`config.mk`:
```
export PLATFORM = sky130hd
export DESIGN_NAME = isws_cell
export DESIGN_NICKNAME = d
export VERILOG_FILES = /design/src/rtl/core/isws_pkg.sv /design/src/rtl/core/isws_cell.sv
export SDC_FILE = /design/constraint.sdc
export NUM_CORES = 1
export LEC_CHECK = 0
export ABC_AREA = 1
export BUFFER_PORTS_ARGS = -buffer_cell sky130_fd_sc_hd__buf_4
export CAP_MARGIN = 20
export CORE_MARGIN = 8
export CORE_UTILIZATION = 35
export DETAILED_ROUTE_END_ITERATION = 10
export PLACE_DENSITY = 0.68
export SETUP_SLACK_MARGIN = 0.02
export SLEW_MARGIN = 15
export SYNTH_ARGS = -nofsm -noshare
export SYNTH_HDL_FRONTEND = slang
export SYNTH_SLANG_ARGS = --single-unit
```
`constraint.sdc`:
```
create_clock -name clock -period 3.1 [get_ports clock]
set_clock_uncertainty 0.2 [all_clocks]
set_input_delay 0 -clock clock [delete_from_list [all_inputs] [get_ports clock]]
set_output_delay 0 -clock clock [all_outputs]
set_load 0.01 [all_outputs]
```
`src/rtl/core/isws_pkg.sv`:
```
`timescale 1ns / 1ps

package isws_pkg;

   localparam int DEPTH_DEFAULT = 64;
   localparam int WORD_W        = 32;
   localparam int ACTION_W      = 3;
   localparam int STATUS_W      = 2;

   typedef enum logic [ACTION_W-1:0] {
      ACT_PUSH  = 3'd0,
      ACT_POP   = 3'd1,
      ACT_PEEK  = 3'd2,
      ACT_READ  = 3'd3,
      ACT_WRITE = 3'd4,
      ACT_SORT  = 3'd5
   } action_type;

   typedef enum logic [STATUS_W-1:0] {
      STAT_OK    = 2'd0,
      STAT_UNDER = 2'd1,
      STAT_OVER  = 2'd2,
      STAT_RANGE = 2'd3
   } status_type;

   typedef enum logic [1:0] {
      ST_IDLE,
      ST_READ,
      ST_SORT
   } state_type;

   typedef enum logic [1:0] {
      CELL_HOLD,
      CELL_LOAD,
      CELL_SORT
   } cell_op_type;

   typedef struct packed {
      cell_op_type op;
      logic        phase;
   } cell_cmd_type;

endpackage

```
`src/rtl/core/isws_cell.sv`:
```
`timescale 1ns / 1ps

module isws_cell #(
   parameter int POS   = 0,
   parameter int IDX_W = 6,
   parameter int CNT_W = 7
) (
   input  logic                                clock,
   input  isws_pkg::cell_cmd_type              cmd,
   input  logic [IDX_W-1:0]                    ld_index,
   input  logic signed [isws_pkg::WORD_W-1:0]  ld_value,
   input  logic [IDX_W-1:0]                    rd_index,
   input  logic [CNT_W-1:0]                    count,
   input  logic signed [isws_pkg::WORD_W-1:0]  below,
   input  logic signed [isws_pkg::WORD_W-1:0]  above,
   input  logic signed [isws_pkg::WORD_W-1:0]  rd_prev,
   output logic signed [isws_pkg::WORD_W-1:0]  word,
   output logic signed [isws_pkg::WORD_W-1:0]  rd_out
);
   import isws_pkg::*;

   localparam logic [IDX_W-1:0] ME        = IDX_W'(POS);
   localparam logic [CNT_W-1:0] ME_C      = CNT_W'(POS);
   localparam logic [CNT_W-1:0] NEXT_C    = CNT_W'(POS + 1);
   localparam bit               HAS_BELOW = (POS > 0);

   logic signed [WORD_W-1:0] word_ff, word_in;
   logic signed [WORD_W-1:0] rd_ff, rd_in;
   logic                     lower, upper;

   // pair membership for this round of the odd-even exchange
   assign lower = (ME[0] == cmd.phase) && (NEXT_C < count);
   assign upper = HAS_BELOW && (ME[0] != cmd.phase) && (ME_C < count);

   always_comb begin
      word_in = word_ff;
      case (cmd.op)
         CELL_LOAD: begin
            if (ld_index == ME) begin
               word_in = ld_value;
            end
         end
         CELL_SORT: begin
            if (lower && (above < word_ff)) begin
               word_in = above;
            end else if (upper && (word_ff < below)) begin
               word_in = below;
            end
         end
         default: begin
            word_in = word_ff;
         end
      endcase
   end

   // read bus passes one cell per cycle, the selected cell ors its word in
   assign rd_in = rd_prev | ((rd_index == ME) ? word_ff : '0);

   always_ff @(posedge clock) begin
      word_ff <= word_in;
      rd_ff   <= rd_in;
   end

   assign word   = word_ff;
   assign rd_out = rd_ff;

endmodule

```
### Word level (Yosys, flattened, before mapping)

Index checks and enable logic that the tools add are counted.

| storage, ports and cells | value |
|---|---|
| word-level logic and storage cells | 20 |
| latch bits | 0 |
| register bits | 64 |
| memory bits (writable) | 0 |
| bits of input ports | 151 |
| memories kept | 0 |
| output and inout port bits | 64 |
| memory bits (read-only) | 0 |

| operators by class | value |
|---|---|
| $add $sub $neg | 0 |
| shift operators | 0 |
| equality and inequality tests | 4 |
| mux-type cells | 4 |
| $lt $le $gt $ge | 2 |
| bitwise logic cells | 2 |
| multipliers | 0 |
| div/mod/pow operators | 0 |
| reduce and logical (&&, ||, !) cells | 6 |

Operator list:

| cell | count |
|---|---|
| $mux W32 | 3 |
| $pmux W32 S2 | 1 |
| $lt A32 B32 Y1 | 1 |
| $or A32 B32 Y32 | 1 |
| $logic_not A6 Y1 | 2 |
| $lt A1 B7 Y1 const A | 1 |
| $ne A2 B2 Y1 const B | 2 |
| $reduce_and A3 Y1 | 1 |
| $eq A2 B1 Y1 const B | 1 |
| $eq A2 B2 Y1 const B | 1 |
| $logic_and A1 B1 Y1 | 2 |
| $reduce_bool A2 Y1 | 1 |
| $not A1 Y1 | 1 |

### Logic depth before layout (Yosys ltp)

| depth | value |
|---|---|
| word-level depth | 5 |
| gate-level depth with buffers | 15 |
| gate-level depth less buffers | 15 |

### Worst setup path before layout

No wires, ideal clock.

| timing | value |
|---|---|
| kind | register -> register |
| start point | reg word_ff[21] (netlist: word[21]) |
| end point | reg word_ff[0] (netlist: word[0]) (enable) |
| arrival time | 2148 ps |
| buffers on the path | 0 |
| cell stages (with the launch flop) | 12 |
| setup slack | 363 ps |
| data required time | 2511 ps |
| cell sequence | edfxtp_1 -> inv_1 -> ha_1 -> a21oi_1 -> nor2_1 -> nor2_1 -> nand3_1 -> a21oi_1 -> nand2_1 -> nand2_1 -> nand3_1 -> nand2_1 |

| on the way | value |
|---|---|
| cells in the longest elaborated chain, start to end | 4 |

Ends and longest elaborated chain:

| element | RTL line | text |
|---|---|---|
| start, declared | isws_cell.sv:27 | `logic signed [WORD_W-1:0] word_ff, word_in;` |
| start signal, assigned | isws_cell.sv:60 | `word_ff <= word_in;` |
| $lt A32 B32 Y1 | isws_cell.sv:44 | `if (lower && (above < word_ff)) begin` |
| $logic_and A1 B1 Y1 | isws_cell.sv:44 |  |
| $ne A2 B2 Y1 (no line) | n/a |  |
| $reduce_and A3 Y1 (no line) | n/a |  |

No other way between the ends.
A chain may end at the register's enable or synchronous reset.

### Worst setup path in the final report

| timing | value |
|---|---|
| start point | reg word_ff[1] (netlist: word[1]) |
| end point | reg word_ff[8] (netlist: word[8]) (enable) |

The elaborated chain is that of the path after synthesis.

==> run metrics <==
clk root buf=clkbuf_8; starting density of the core=35.92%; commonest non-fill, non-tap cell in the layout=buf_4; CTS Buffer Depth=2; crit path kind=reg -> reg; FF+latch count, synth=64; sequential-to-total area share from yosys stat=48.48%; Slew @ Worst Pin=1.085 ns; VDD IR max=0.2161 mV; die area=12800 µm²; CTS tree=done; DR WL/cell=15.74 µm; Synth area leaders=edfxtp_1 (29%), dfxtp_1 (19%), nand2_1 (14%); port buffer count=181; Area growth syn-to-layout=81.14%; DP Wirelength=8.243 mm; IO Pins=215; Clock transition at path regs=0.07 ns; fraction of layout cells with a size suffix above 1=36.45%; GR Util All Layers=17.92%; RSZ-0062 raised after global routing=false; Final Slew Violations=0; Die Ht=113.1 µm; cell taking the most area after synthesis=edfxtp_1; Mapped Area=3303 µm²; largest net degree at the start of global routing=32; Post-DRT Antenna Nets=0; total CTS buffers=9; Worst-Skew Late Latency=0.33 ns; Post-route DRC=0; Yosys cell types=23; initial antenna violation count=2; Fmax=0.4100 GHz; Pleak=3.046 nW; min Tclk post-route=2.439 ns; power per cell area=366.0 nW/µm²; Max Cap Viol=0; Tcrit/Tclk final=78.68%; share of the synthesized area in the top cell type=29.09%; critical path endpoint category=flip-flop; Setup Total Neg Slack=0 ns; FP Rows=35; vias per cell=4.503; number of global-route vias before repair=3780; core area=9196 µm²; H-Tree Depth=3; Total Wirelength=11.88 mm; min-delay worst type=in -> reg; CP Data Required Time=2.90 ns; initial DRC count=124; most frequent cells in the layout=buf_4 (184), nand2_1 (126), dlygate4sd3_1 (97); Worst slew margin=27.60%; CP Launch Type=flip-flop; outcome=completed; final hold viol count=0; routability cong.=0.8233; worst slack, placed=0.6593 ns; syn_area_per_cell=9.357 µm²; first-pass GRT wire length=18.28 mm; Critical Path Fanout Max=19; syn_nets=535; Arr. time, crit path=2.24 ns; overflow left after global routing=0; via count=3400; DRT Pass-1 Iters=4; Syn Inst Count=353; final setup margin=0.6609 ns; Sink Count=64; Die X-Extent=113.1 µm; nets@finish=819; post-CTS setup buffers=0; synth warn=0; final number of setup-violating endpoints=0
[metrics by stage]
step           util, %  total power, mW  hold WS, ns  instances  instance area (µm²)
2_1_floorplan        -            1.113      -0.1007        353                 3303
3_3_place_gp     51.82            1.315     -0.01507        639                 4766
3_5_place_dp     51.82            1.325     -0.01167        639                 4766
4_1_cts          64.71            2.205       0.1029        752                 5951
5_1_grt          65.06            2.290       0.1431        755                 5983
6_report         65.06            2.190       0.1279        755                 5983
[registers in the layout, indices dropped and copies added (netlist names)]
name    flops
rd_out     32
word       32
[power breakdown]
part           switching (mW)  internal (mW)  leakage, nW
registers              0.0123          0.930        0.562
clock network           0.330          0.432        0.110
logic                   0.185          0.300         2.37
total                   0.528           1.66         3.05
[per-layer routing]
layer | track usage [%] | share of wire, % | up-vias
li1 | - | - | 1715
met1 | 18.50 | 39 | 1540
met2 | 32.78 | 52 | 128
met3 | 6.124 | 7.4 | 17
met4 | 6.572 | 1.9 | 0
met5 | 0 | 0 | -
[worst max-delay path, stage by stage (launching register included)]
cell      delay (ns)
edfxtp_1        0.40
inv_1           0.16
ha_1            0.27
nand2_1         0.08
nand2_1         0.05
nand2_1         0.05
nand2_1         0.06
nand2_1         0.06
nand2_1         0.06
nand2_1         0.05
nand2_1         0.06
nand2_1         0.08
nand2_1         0.05
nand2_1         0.05
nand3_1         0.07
nand2_2         0.07
buf_4           0.29
[cell type report]
class | count | area [µm²]
antenna | 2 | 5.005
clock buffer | 15 | 209.0
clock inverter | 1 | 5.005
fill | 747 | 3213
inverter | 43 | 161.4
multi-input combinational | 237 | 1483
sequential | 64 | 1602
tap | 111 | 138.9
timing repair buffer | 282 | 2380
[synthesized netlist by cell type, drive strengths merged]
master,instances
nor4,3
nand2,128
o21bai,31
a31o,1
dfxtp,32
buf,6
a21oi,14
nor3,2
nand4,1
a211o,1
inv,43
ha,31
nand3,6
edfxtp,32
o21ai,5
clkbuf,3
nor2,14
[timing repair]
item                                   4_1_cts  5_1_grt
endpoints found under the hold margin       64        0
hold buffers                                97        0
gates resized for setup                      0        0
[logic make-up after synthesis]
logic type      count (synthesis)  synth area share [%]
compound gates                 52                 14.55
flops                          64                 48.48
fa+ha+maj                      31                 11.74
buf+inv                        52                 6.704
simple gates                  154                 18.52
[worst paths after layout]
check,startpoint,endpoint,slack [ns],depth (start not counted)
setup / recovery,word[1],word[8],0.66,16
hold / removal,ld_index[4],word[15],0.13,5
hold reg to reg,word[3],rd_out[3],0.35,2
setup reg to reg,word[1],word[8],0.66,16
No activity file was read; power rests on OpenSTA's default activity.
